===== config.mk =====
export PLATFORM = sky130hd
export DESIGN_NAME = wav_header_parser_unit
export DESIGN_NICKNAME = d
export VERILOG_FILES = /design/src/hdl/wavhp_pkg.sv /design/src/hdl/wavhp_in_reg.sv /design/src/hdl/wavhp_parse.sv /design/src/hdl/wavhp_out_reg.sv /design/src/hdl/wav_header_parser_unit.sv
export SDC_FILE = /design/constraint.sdc
export NUM_CORES = 1
export LEC_CHECK = 0
export BUFFER_PORTS_ARGS = -buffer_cell sky130_fd_sc_hd__clkbuf_2
export CAP_MARGIN = 15
export CELL_PAD_IN_SITES_DETAIL_PLACEMENT = 0
export CELL_PAD_IN_SITES_GLOBAL_PLACEMENT = 1
export CORE_ASPECT_RATIO = 0.6
export CORE_MARGIN = 8
export CORE_UTILIZATION = 25
export DETAILED_ROUTE_END_ITERATION = 6
export GPL_TIMING_DRIVEN = 0
export HOLD_SLACK_MARGIN = 0.15
export PLACE_DENSITY = 0.48
export SLEW_MARGIN = 20
export SYNTH_ARGS = -nofsm -noshare
export SYNTH_HDL_FRONTEND = slang
export SYNTH_HIERARCHICAL = 1
export SYNTH_SLANG_ARGS = --single-unit

===== constraint.sdc =====
create_clock -name clk -period 23 [get_ports clk]
set_input_delay 4.6 -clock clk [delete_from_list [all_inputs] [get_ports clk]]
set_output_delay 4.6 -clock clk [all_outputs]
set_load 0.005 [all_outputs]

===== src/hdl/wavhp_pkg.sv =====
// ----------------------------------------------------------------------------
// wavhp_pkg: shared types and constants of the WAV header parser
// Result codes, parse phases, header tags, header byte positions and the
// word types passed between the input register, parser and result register.
// ----------------------------------------------------------------------------
package wavhp_pkg;

	typedef enum logic [1:0] {
		KIND_HEADER  = 2'd0,
		KIND_PAYLOAD = 2'd1,
		KIND_ERROR   = 2'd2
	} kind_t;

	typedef enum logic [1:0] {
		PHASE_IDLE    = 2'd0,
		PHASE_HEADER  = 2'd1,
		PHASE_PAYLOAD = 2'd2
	} phase_t;

	typedef enum logic [2:0] {
		ERR_NONE     = 3'd0,
		ERR_TAG      = 3'd1,
		ERR_FMT_SIZE = 3'd2,
		ERR_NOT_PCM  = 3'd3,
		ERR_NO_DATA  = 3'd4,
		ERR_TRUNC    = 3'd5
	} err_t;

	typedef enum logic [2:0] {
		FMT_MONO8    = 3'd0,
		FMT_MONO16   = 3'd1,
		FMT_STEREO8  = 3'd2,
		FMT_STEREO16 = 3'd3,
		FMT_UNSUP    = 3'd4
	} fmt_t;

	// Little-endian tags as they sit in the shift register after four bytes
	localparam logic [31:0] TAG_RIFF = 32'h4646_4952;
	localparam logic [31:0] TAG_WAVE = 32'h4556_4157;
	localparam logic [31:0] TAG_FMT  = 32'h2074_6D66;
	localparam logic [31:0] TAG_DATA = 32'h6174_6164;

	localparam logic [31:0] FMT_CHUNK_SIZE = 32'd16;
	localparam logic [15:0] AUDIO_PCM      = 16'd1;

	// Header byte index of the last byte of each checked or kept field
	localparam logic [5:0] POS_RIFF      = 6'd3;
	localparam logic [5:0] POS_WAVE      = 6'd11;
	localparam logic [5:0] POS_FMT       = 6'd15;
	localparam logic [5:0] POS_FMT_SIZE  = 6'd19;
	localparam logic [5:0] POS_AUDIO_FMT = 6'd21;
	localparam logic [5:0] POS_CHANNELS  = 6'd23;
	localparam logic [5:0] POS_RATE      = 6'd27;
	localparam logic [5:0] POS_BITS      = 6'd35;
	localparam logic [5:0] POS_DATA      = 6'd39;
	localparam logic [5:0] POS_DATA_SIZE = 6'd43;

	typedef struct packed {
		logic [7:0] file_byte;
		logic       file_start;
		logic       file_end;
	} in_word_t;

	typedef struct packed {
		kind_t       result_kind;
		logic [7:0]  payload_byte;
		logic [15:0] channel_count;
		logic [31:0] sample_rate;
		logic [15:0] sample_bits;
		fmt_t        format_code;
		logic [31:0] payload_size;
		err_t        error_code;
		logic        run_last;
	} res_word_t;

	function automatic fmt_t format_of(input logic [15:0] ch, input logic [15:0] bits);
		fmt_t f;
		f = FMT_UNSUP;
		if (ch == 16'd1 && bits == 16'd8)  f = FMT_MONO8;
		if (ch == 16'd1 && bits == 16'd16) f = FMT_MONO16;
		if (ch == 16'd2 && bits == 16'd8)  f = FMT_STEREO8;
		if (ch == 16'd2 && bits == 16'd16) f = FMT_STEREO16;
		return f;
	endfunction

endpackage


===== src/hdl/wavhp_in_reg.sv =====
// ----------------------------------------------------------------------------
// wavhp_in_reg: input word register
// Holds one accepted file word until the parser takes it; refills in the
// same cycle the held word is taken.
// ----------------------------------------------------------------------------
module wavhp_in_reg (
	input  logic                clk,
	input  logic                arst_n,
	input  logic                in_valid,
	output logic                in_ready,
	input  wavhp_pkg::in_word_t in_word,
	input  logic                take,
	output logic                valid_s1,
	output wavhp_pkg::in_word_t word_s1
);

	// accept when empty or when the held word leaves this cycle
	assign in_ready = !valid_s1 || take;

	// advance the valid flag
	always_ff @(posedge clk or negedge arst_n) begin
		if (!arst_n) begin
			valid_s1 <= 1'b0;
		end else if (in_ready) begin
			valid_s1 <= in_valid;
		end
	end

	// load the word
	always_ff @(posedge clk) begin
		if (in_valid && in_ready) begin
			word_s1 <= in_word;
		end
	end

endmodule


===== src/hdl/wavhp_parse.sv =====
// ----------------------------------------------------------------------------
// wavhp_parse: header parse state and per-word decision
// Tracks the header byte index and the little-endian shift register, checks
// tags and fields, keeps fmt fields and counts down the payload.
// ----------------------------------------------------------------------------
module wavhp_parse (
	input  logic                 clk,
	input  logic                 arst_n,
	input  logic                 item_valid,
	input  wavhp_pkg::in_word_t  item,
	input  logic                 out_free,
	output logic                 take,
	output logic                 res_valid,
	output wavhp_pkg::res_word_t res
);

	wavhp_pkg::phase_t phase_q, phase_d, phase_eff;
	logic [5:0]  pos_q, pos_d, pos_eff;
	logic [31:0] shift_q, shift_d, shift_new;
	logic [15:0] ch_q, ch_d;
	logic [31:0] rate_q, rate_d;
	logic [15:0] bits_q, bits_d;
	logic [31:0] remain_q, remain_d, rem_new;
	logic        has_res;
	logic        hdr_done;
	wavhp_pkg::err_t err;

	// decide the result and next state for the held word
	always_comb begin
		phase_eff = item.file_start ? wavhp_pkg::PHASE_HEADER : phase_q;
		pos_eff   = item.file_start ? 6'd0 : pos_q;
		shift_new = {item.file_byte, shift_q[31:8]};
		rem_new   = remain_q - 32'd1;
		phase_d   = phase_eff;
		pos_d     = pos_eff;
		shift_d   = shift_q;
		ch_d      = ch_q;
		rate_d    = rate_q;
		bits_d    = bits_q;
		remain_d  = remain_q;
		has_res   = 1'b0;
		hdr_done  = 1'b0;
		err       = wavhp_pkg::ERR_NONE;
		res       = '0;
		case (phase_eff)
			wavhp_pkg::PHASE_PAYLOAD: begin
				remain_d = rem_new;
				has_res  = 1'b1;
				if (rem_new != 32'd0 && item.file_end) begin
					res.result_kind = wavhp_pkg::KIND_ERROR;
					res.error_code  = wavhp_pkg::ERR_TRUNC;
					res.run_last    = 1'b1;
					phase_d         = wavhp_pkg::PHASE_IDLE;
				end else begin
					res.result_kind  = wavhp_pkg::KIND_PAYLOAD;
					res.payload_byte = item.file_byte;
					if (rem_new == 32'd0) begin
						res.run_last = 1'b1;
						phase_d      = wavhp_pkg::PHASE_IDLE;
					end
				end
			end
			wavhp_pkg::PHASE_HEADER: begin
				shift_d = shift_new;
				pos_d   = pos_eff + 6'd1;
				// check or keep the field that ends on this byte
				case (pos_eff)
					wavhp_pkg::POS_RIFF:
						if (shift_new != wavhp_pkg::TAG_RIFF) err = wavhp_pkg::ERR_TAG;
					wavhp_pkg::POS_WAVE:
						if (shift_new != wavhp_pkg::TAG_WAVE) err = wavhp_pkg::ERR_TAG;
					wavhp_pkg::POS_FMT:
						if (shift_new != wavhp_pkg::TAG_FMT) err = wavhp_pkg::ERR_TAG;
					wavhp_pkg::POS_FMT_SIZE:
						if (shift_new != wavhp_pkg::FMT_CHUNK_SIZE) err = wavhp_pkg::ERR_FMT_SIZE;
					wavhp_pkg::POS_AUDIO_FMT:
						if (shift_new[31:16] != wavhp_pkg::AUDIO_PCM) err = wavhp_pkg::ERR_NOT_PCM;
					wavhp_pkg::POS_CHANNELS: ch_d   = shift_new[31:16];
					wavhp_pkg::POS_RATE:     rate_d = shift_new;
					wavhp_pkg::POS_BITS:     bits_d = shift_new[31:16];
					wavhp_pkg::POS_DATA:
						if (shift_new != wavhp_pkg::TAG_DATA) err = wavhp_pkg::ERR_NO_DATA;
					wavhp_pkg::POS_DATA_SIZE: hdr_done = 1'b1;
					default: ;
				endcase
				if (hdr_done) begin
					remain_d = shift_new;
				end
				// a failed check wins over an early end
				if (err != wavhp_pkg::ERR_NONE) begin
					has_res = 1'b1;
				end else if (item.file_end && !(hdr_done && shift_new == 32'd0)) begin
					err     = wavhp_pkg::ERR_TRUNC;
					has_res = 1'b1;
				end else if (hdr_done) begin
					has_res           = 1'b1;
					res.result_kind   = wavhp_pkg::KIND_HEADER;
					res.channel_count = ch_q;
					res.sample_rate   = rate_q;
					res.sample_bits   = bits_q;
					res.format_code   = wavhp_pkg::format_of(ch_q, bits_q);
					res.payload_size  = shift_new;
					if (shift_new == 32'd0) begin
						res.run_last = 1'b1;
						phase_d      = wavhp_pkg::PHASE_IDLE;
					end else begin
						phase_d = wavhp_pkg::PHASE_PAYLOAD;
					end
				end
				if (err != wavhp_pkg::ERR_NONE) begin
					res.result_kind = wavhp_pkg::KIND_ERROR;
					res.error_code  = err;
					res.run_last    = 1'b1;
					phase_d         = wavhp_pkg::PHASE_IDLE;
				end
			end
			default: ;
		endcase
	end

	// take the word when its result, if any, has room
	assign take      = item_valid && (out_free || !has_res);
	assign res_valid = take && has_res;

	// hold parse state
	always_ff @(posedge clk or negedge arst_n) begin
		if (!arst_n) begin
			phase_q  <= wavhp_pkg::PHASE_IDLE;
			pos_q    <= 6'd0;
			shift_q  <= 32'd0;
			ch_q     <= 16'd0;
			rate_q   <= 32'd0;
			bits_q   <= 16'd0;
			remain_q <= 32'd0;
		end else if (take) begin
			phase_q  <= phase_d;
			pos_q    <= pos_d;
			shift_q  <= shift_d;
			ch_q     <= ch_d;
			rate_q   <= rate_d;
			bits_q   <= bits_d;
			remain_q <= remain_d;
		end
	end

endmodule


===== src/hdl/wavhp_out_reg.sv =====
// ----------------------------------------------------------------------------
// wavhp_out_reg: result register
// Holds one result word for the output channel; a new result may load in
// the cycle the held one is taken.
// ----------------------------------------------------------------------------
module wavhp_out_reg (
	input  logic                 clk,
	input  logic                 arst_n,
	input  logic                 load,
	input  wavhp_pkg::res_word_t res,
	output logic                 free,
	output logic                 valid_s2,
	output wavhp_pkg::res_word_t res_s2,
	input  logic                 out_ready
);

	assign free = !valid_s2 || out_ready;

	// advance the valid flag
	always_ff @(posedge clk or negedge arst_n) begin
		if (!arst_n) begin
			valid_s2 <= 1'b0;
		end else if (load) begin
			valid_s2 <= 1'b1;
		end else if (out_ready) begin
			valid_s2 <= 1'b0;
		end
	end

	// load the result word
	always_ff @(posedge clk) begin
		if (load) begin
			res_s2 <= res;
		end
	end

endmodule


===== src/hdl/wav_header_parser_unit.sv =====
// ----------------------------------------------------------------------------
// wav_header_parser_unit: RIFF/WAVE PCM header parser
// Parses the canonical 44-byte WAV header from a byte stream and passes the
// payload bytes through.
// ----------------------------------------------------------------------------
// Takes one file word per cycle unless the output stalls; an accepted word
// reaches the output via the input register, then the result register. Each
// word is decided combinationally by a byte-index compare and a 32-bit shift.
// A word with file_start restarts the parse; after the final result of a file
// (run_last) words are dropped until the next file_start. Only the last and a
// failing header word give a result; bytes after the data chunk give none.
// Stalls on the output hold the input only once the input register is full.
module wav_header_parser_unit (
	input  logic        clk,
	input  logic        arst_n,
	input  logic        in_valid,
	output logic        in_ready,
	input  logic [7:0]  file_byte,
	input  logic        file_start,
	input  logic        file_end,
	output logic        out_valid,
	input  logic        out_ready,
	output logic [1:0]  result_kind,
	output logic [7:0]  payload_byte,
	output logic [15:0] channel_count,
	output logic [31:0] sample_rate,
	output logic [15:0] sample_bits,
	output logic [2:0]  format_code,
	output logic [31:0] payload_size,
	output logic [2:0]  error_code,
	output logic        run_last
);

	wavhp_pkg::in_word_t  in_word, word_s1;
	wavhp_pkg::res_word_t res, res_s2;
	logic valid_s1, take, res_valid, free;

	assign in_word.file_byte  = file_byte;
	assign in_word.file_start = file_start;
	assign in_word.file_end   = file_end;

	wavhp_in_reg u_in_reg (
		.clk      (clk),
		.arst_n   (arst_n),
		.in_valid (in_valid),
		.in_ready (in_ready),
		.in_word  (in_word),
		.take     (take),
		.valid_s1 (valid_s1),
		.word_s1  (word_s1)
	);

	wavhp_parse u_parse (
		.clk        (clk),
		.arst_n     (arst_n),
		.item_valid (valid_s1),
		.item       (word_s1),
		.out_free   (free),
		.take       (take),
		.res_valid  (res_valid),
		.res        (res)
	);

	wavhp_out_reg u_out_reg (
		.clk       (clk),
		.arst_n    (arst_n),
		.load      (res_valid),
		.res       (res),
		.free      (free),
		.valid_s2  (out_valid),
		.res_s2    (res_s2),
		.out_ready (out_ready)
	);

	// unpack the result word onto the ports
	assign result_kind   = res_s2.result_kind;
	assign payload_byte  = res_s2.payload_byte;
	assign channel_count = res_s2.channel_count;
	assign sample_rate   = res_s2.sample_rate;
	assign sample_bits   = res_s2.sample_bits;
	assign format_code   = res_s2.format_code;
	assign payload_size  = res_s2.payload_size;
	assign error_code    = res_s2.error_code;
	assign run_last      = res_s2.run_last;

endmodule

# Word level (Yosys, flattened, before mapping)
# Cells that the tools add are included.
[totals]
regBits = 261
input_bits = 14
output_inout_bits = 115
elab_cells = 130
[op_classes]
addsub = 2
eq_ne = 23
muxes = 48
bitwise = 3
reduce_logical = 32
[op_table]
columns = ["operator", "count"]
rows = [
  ["!= test 32 x 31 -> 1 bit (second input constant)", 3],
  ["zero test 32 bit", 2],
  ["one-hot mux 32 bit (2 select lines)", 1],
  ["two-way mux 32 bit", 1],
  ["!= test 32 x 30 -> 1 bit (second input constant)", 1],
  ["!= test 32 x 5 -> 1 bit (second input constant)", 1],
  ["nonzero test 32 bit", 1],
  ["subtractor 32 x 1 -> 32 bit (second input constant)", 1],
  ["two-way mux 2 bit", 15],
  ["equality test 6 x 5 -> 1 bit (second input constant)", 4],
  ["two-way mux 3 bit", 7],
  ["equality test 6 bit (second input constant)", 3],
  ["one-hot mux 3 bit (6 select lines)", 1],
  ["equality test 16 x 1 -> 1 bit (second input constant)", 1],
  ["equality test 16 x 2 -> 1 bit (second input constant)", 1],
  ["equality test 16 x 4 -> 1 bit (second input constant)", 1],
  ["equality test 16 x 5 -> 1 bit (second input constant)", 1],
  ["two-way mux 1 bit", 16],
  ["!= test 16 x 1 -> 1 bit (second input constant)", 1],
  ["equality test 6 x 4 -> 1 bit (second input constant)", 2],
  ["two-way mux 6 bit", 2],
  ["AND reduction 3 bit", 4],
  ["logical AND 1 bit", 10],
  ["one-hot mux 2 bit (2 select lines)", 2],
  ["17 further kinds", 26],
]

# Longest topological paths before layout
[logic_depth]
word_depth = 15
ltp_mapped = 14
ltp_nobuf = 11

# Modules after synthesis
# Netlist, hierarchy kept.
[by_module_without_submodules]
columns = ["mod", "n_inst", "cells_per_inst", "area_each_um2", "seq_area_each_um2"]
rows = [
  ["wavhp_parse", 1, 818, 7820.0, 3203.1],
  ["wavhp_out_reg", 1, 116, 3440.8, 3418.3],
  ["wavhp_in_reg", 1, 14, 354.1, 325.3],
]

# Least setup slack after synthesis
# Ideal clock, no wire load.
[synth_timing]
kind = "in2reg"
from = "in out_ready"
to = "reg u_out_reg.valid_s2"
setup_ns = 0.118
arrival_time_ns = 13.357
required_time_ns = 22.882
path_slack_ns = 9.525
stages = 4
n_path_buf = 0
path_cell_list = "nand2b_4 nand2_1 nor3_1 nand2b_2"
[synth_between]
elab_chain_len = 5
elab_cells_between_ends = 6
classes_between = "1 x mux; 5 x reduce/logical"
[synth_rtl]
columns = ["item", "line_no", "source"]
rows = [
  ["from (decl)", "wav_header_parser_unit.sv:22", "input logic out_ready,"],
  ["logical OR 1 bit *", "wavhp_out_reg.sv:17", "assign free = !valid_s2 || out_ready;"],
  ["logical OR 1 bit *", "wavhp_parse.sv:122", "assign take = item_valid && (out_free || !has_res);"],
  ["logical AND 1 bit *", "wavhp_parse.sv:122", ""],
  ["logical AND 1 bit *", "wavhp_parse.sv:123", "assign res_valid = take && has_res;"],
  ["net res_valid", "wav_header_parser_unit.sv:36", "logic valid_s1, take, res_valid, free;"],
  ["two-way mux 1 bit / nonzero test 2 bit (equally long branches)", "-", ""],
  ["to (signal assigned)", "wavhp_out_reg.sv:22", "valid_s2 <= 1'b0;"],
  ["to (signal assigned)", "wavhp_out_reg.sv:24", "valid_s2 <= 1'b1;"],
  ["to (signal assigned)", "wavhp_out_reg.sv:26", "valid_s2 <= 1'b0;"],
  ["to (decl)", "wavhp_out_reg.sv:12", "output logic valid_s2,"],
]
# The timed path passes the listed nets; every way through them passes the cells marked *.
# A chain may end at the register's enable or synchronous reset.

# Worst setup path in the final report
[layout_timing]
from = "in out_ready"
to = "out in_ready"
[layout_between]
elab_chain_len = 4
[layout_rtl]
columns = ["item", "line_no", "source"]
rows = [
  ["logical OR 1 bit", "wavhp_out_reg.sv:17", ""],
  ["net free", "wav_header_parser_unit.sv:36", ""],
  ["logical OR 1 bit", "wavhp_parse.sv:122", ""],
  ["logical AND 1 bit", "wavhp_parse.sv:122", ""],
  ["net take", "wav_header_parser_unit.sv:36", ""],
  ["logical OR 1 bit", "wavhp_in_reg.sv:18", "assign in_ready = !valid_s1 || take;"],
  ["to (decl)", "wav_header_parser_unit.sv:17", "output logic in_ready,"],
]
# The timed path passes the listed nets, and every way through them passes these cells.

==> summary.txt <==
Run status
  – Result of the run: finished clean

Die
  – Starting Density: 0.252
  – # IOs: 129
  – Core Region: 46100 um2
  – Die area: 53800 um2
  – Num rows: 61
  – Die extent in x: 294 um
  – Die Ht: 183 um

Route
  – Drc violations: 0
  – Total Wirelength: 37600 um
  – DR vias/cell: 4.68
  – Vias: 8298
  – Detailed router's first-iteration violation count: 774
  – Post-DRT Antenna Nets: 0
  – Wirelength per Cell: 21.2 um
  – Drt pass-1 iters: 5

Power
  – Clock share of power: 0.362
  – Leakage power: 5.80 nW
  – Worst IR drop on VDD: 0.0581 mV
  – Sequential share of power: 0.487
  – Sw frac: 0.311
  – P per Cell Area: 88.6 nW/um2
  – Logic pwr share: 0.151
  – Switching pwr: 0.390 mW
  – Int Pwr: 0.862 mW

Synthesis
  – Yosys reg bits: 253
  – Post-Synth Simple-Gate Area: 0.176
  – Seq/Total Area, Yosys: 0.598
  – Count of flip-flops with a built-in enable after synthesis: 123
  – Syn Nets: 968
  – Synth Flop Type: dfrtp_1
  – Largest family of logic cells by synthesized area: simple AND/OR/NAND/NOR gates
  – YS warnings: 6
  – Post-Synth XOR/XNOR Area: 0.00452
  – Distinct cells, synth: 71
  – Syn avg cell area: 12.3 um2
  – Syn Inst Count: 948
  – Share of synthesized registers carrying an async set or reset: 0.514
  – Compound-Gate Fraction of Synth Area: 0.0835
  – Mux share of post-synthesis cell area: 0.102
  – Adder-cell share of the synthesized area: 0.00646
  – Post-Syn Area: 11600 um2

Timing
  – Fin. max-slew vios: 0
  – Crit path time final: 11.11 ns
  – Slew HR: 0.278
  – Final Hold Viols: 0
  – # setup viols final: 0
  – Fmax: 90.0 MHz
  – Hold Worst Slack: 0.501 ns
  – Worst Slack Setup Final: 11.89 ns
  – Final setup TNS: 0 ns
  – Final worst clock skew: 0.0195 ns
  – Worst Tran Pin Value: 1.07 ns
  – Final Cycle Share: 0.483
  – Unrepaired setup endpoints after global routing: no

Worst setup path
  – Setup Crit Path Kind: in2out
  – CP Launch Point: out_ready
  – Crit path launch type: input pin
  – WP data required: 18.40 ns
  – FF-to-FF path depth: 19
  – Setup crit end kind: output pin
  – Setup crit end: in_ready
  – R2r setup slk: 17.26 ns
  – RR Endpoint: u_out_reg/res_s2[9]$_DFFE_PP_
  – Launch point of the worst reg-to-reg path: u_in_reg/word_s1[1]$_DFFE_PP_
  – Max FO, Critical Path: 10
  – Worst Path Arrival: 6.51 ns

Layout
  – Filler Cell Count: 4799
  – Area grow syn2layout: 21.6%
  – Finished Core Util: 0.306
  – Finished Layout Cells: 1773
  – Layout cells sized above 1: 0.266
  – Final nets: 1140

Clocking
  – CTS max path bufs: 3
  – CTS Buf Count: 28
  – Clock slew at reported path FFs: 0.06 ns
  – CTS Sinks: 253
  – CTS tree: yes
  – Root Driver: clkbuf_16
  – Setup repair bufs after CTS: 0
  – H-tree levels: 1
  – Worst skew pair latency: 0.57 ns
  – # resized after CTS: 0
  – Hold buffers post-CTS: 0

Global routing
  – Grt met2 use: 0.178
  – Largest net degree at the start of global routing: 83
  – Vias in the first global route: 8417
  – Initial antenna violation count: 1
  – First-pass GRT wire length: 57400 um
  – GRT Util Overall: 0.139
  – Congestion Overflow GR: 0
  – Busiest grt layer: met1
  – Met3 Use GR: 0.0290
  – Met1 usage in global routing: 0.232

Job
  – Max-Cap Viols: 0

Placed design
  – Cells after DPL: 1720
  – DP HPWL: 26700 um
  – PortBufs: 128
  – Pre-CTS setup slack: 11.92 ns
  – GP Congestion: 0.832

Worst hold path
  – Hold crit path type: reg2reg
cell type report:
class | count | area [um2] | share of cell area
Sequential cell | 253 | 6950 | 0.492
Multi-Input combinational cell | 616 | 4340 | 0.307
Timing Repair Buffer | 142 | 790 | 0.0559
Tap cell | 630 | 788 | 0.0558
Clock buffer | 38 | 759 | 0.0538
Buffer | 65 | 294 | 0.0208
Clock inverter | 14 | 153 | 0.0108
Inverter | 14 | 52.6 | 0.00372
Antenna cell | 1 | 2.50 | 0.000177
worst min-delay path by stage:
| stage | slack (ns) | start | endpoint | cells after the start |
|---|---|---|---|---|
| floorplan | 0.47 | u_parse/rate_q[0]$_DFFE_PN0P_ | u_parse/rate_q[0]$_DFFE_PN0P_ | 1 |
| global placement | 0.48 | u_parse/rate_q[0]$_DFFE_PN0P_ | u_parse/rate_q[0]$_DFFE_PN0P_ | 1 |
| detailed placement | 0.49 | u_parse/rate_q[20]$_DFFE_PN0P_ | u_parse/rate_q[20]$_DFFE_PN0P_ | 1 |
| CTS | 0.50 | u_parse/rate_q[0]$_DFFE_PN0P_ | u_parse/rate_q[0]$_DFFE_PN0P_ | 1 |
| global route | 0.52 | u_parse/rate_q[8]$_DFFE_PN0P_ | u_parse/rate_q[8]$_DFFE_PN0P_ | 1 |
| finish | 0.50 | u_parse/rate_q[25]$_DFFE_PN0P_ | u_parse/rate_q[25]$_DFFE_PN0P_ | 1 |
placed cells by master (no fill, tap or decap), types with 4 or more instances in the layout:
cell,Yosys,routed
or4_1,7,7
mux2_4,30,30
buf_4,2,11
a31oi_1,7,7
nor2_1,64,64
nor2b_1,8,8
a22oi_1,5,5
or3_1,9,9
nor4b_1,5,4
o21ai_0,27,27
nand2b_1,8,8
buf_2,5,5
o31ai_1,5,5
nand4_1,15,15
mux2i_1,7,7
a21boi_0,4,4
clkbuf_16,0,29
nand3_1,21,21
and3_1,6,6
clkinv_1,0,5
ha_1,6,6
nor4_1,26,25
xnor2_1,4,4
a221o_1,4,4
nand2_1,37,37
clkbuf_2,1,128
clkbuf_1,49,58
and2_1,106,106
buf_6,4,8
mux2_2,59,59
a21oi_1,45,44
o22ai_1,23,23
inv_1,13,13
edfxtp_1,123,123
nor3_1,21,20
dfrtp_1,130,130
Yosys cell counts, types with 3 or more instances:
cell | n | area [um2]
nor3_1 | 21 | 105
a21boi_0 | 4 | 30.0
or3_1 | 9 | 56.3
mux2_2 | 59 | 664
o21ai_0 | 27 | 135
a22oi_1 | 5 | 37.5
and3_1 | 6 | 37.5
edfxtp_1 | 123 | 3690
o22ai_1 | 23 | 144
nand2_1 | 37 | 139
nor2_1 | 64 | 240
mux2i_1 | 7 | 70.1
xnor2_1 | 4 | 35.0
a21oi_1 | 45 | 225
a211oi_1 | 3 | 22.5
a31oi_1 | 7 | 43.8
inv_1 | 13 | 48.8
clkbuf_1 | 49 | 184
or4_1 | 7 | 52.6
o31ai_1 | 5 | 37.5
dfrtp_1 | 130 | 3250
ha_1 | 6 | 75.1
nand4_1 | 15 | 93.8
nor4_1 | 26 | 163
a311oi_1 | 3 | 26.3
a221o_1 | 4 | 40.0
buf_6 | 4 | 45.0
mux2_4 | 30 | 450
buf_1 | 3 | 11.3
nand3_1 | 21 | 105
and2_1 | 106 | 663
buf_2 | 5 | 25.0
nand4b_1 | 3 | 26.3
or2_2 | 3 | 18.8
nand2b_1 | 8 | 50.1
a21o_1 | 3 | 22.5
nor4b_1 | 5 | 43.8
nor2b_1 | 8 | 50.1
a22o_1 | 3 | 26.3
power by group through the flow:
stage / Sequential (mW) / Combinational [mW] / Clock, mW
after floorplan: 0.585 / 0.100 / 0
after global placement: 0.634 / 0.182 / 0
after detailed placement: 0.620 / 0.191 / 0
after CTS: 0.611 / 0.192 / 0.468
after global routing: 0.618 / 0.209 / 0.486
final: 0.609 / 0.189 / 0.454
sequential cells by signal, indices dropped and copies added (netlist names):
register / flops
u_parse/ch_q: 16
u_parse/bits_q: 16
u_out_reg/valid_s2: 1
u_out_reg/res_s2: 113
u_parse/remain_q: 32
u_parse/rate_q: 32
u_in_reg/word_s1: 10
u_parse/shift_q: 24
u_parse/phase_q: 2
u_in_reg/valid_s1: 1
u_parse/pos_q: 6
worst max-delay path: stages:
cell and delay [ns]:
clkbuf_2 0.07, nand2b_4 0.14, nor2_1 0.08, a21boi_0 0.31, a21boi_0 0.21, a31o_2 0.23
clkbuf_1 0.49, nand2b_4 0.26, clkbuf_2 0.12
logic make-up after synthesis:
group	Yosys count
and+or+nand+nor	359
muxes	96
DFF	253
adders and majority gates	6
buffers and inverters	79
xor gates and xnor gates	6
AOI/OAI and AO/OA	149
metal layers:
metal,wire [um],vias up
met5,0,-
met4,593,0
met3,2810,44
met2,14000,268
met1,20200,4143
li1,-,3843
per-stage QoR:
| stage | power, mW | area, um2 |
|---|---|---|
| 2_1_floorplan | 0.685 | 11600 |
| 3_3_place_gp | 0.816 | 13000 |
| 3_5_place_dp | 0.811 | 13200 |
| 4_1_cts | 1.27 | 14100 |
| 5_1_grt | 1.31 | 14100 |
| 6_report | 1.25 | 14100 |
(Power assumes the default switching activity.)
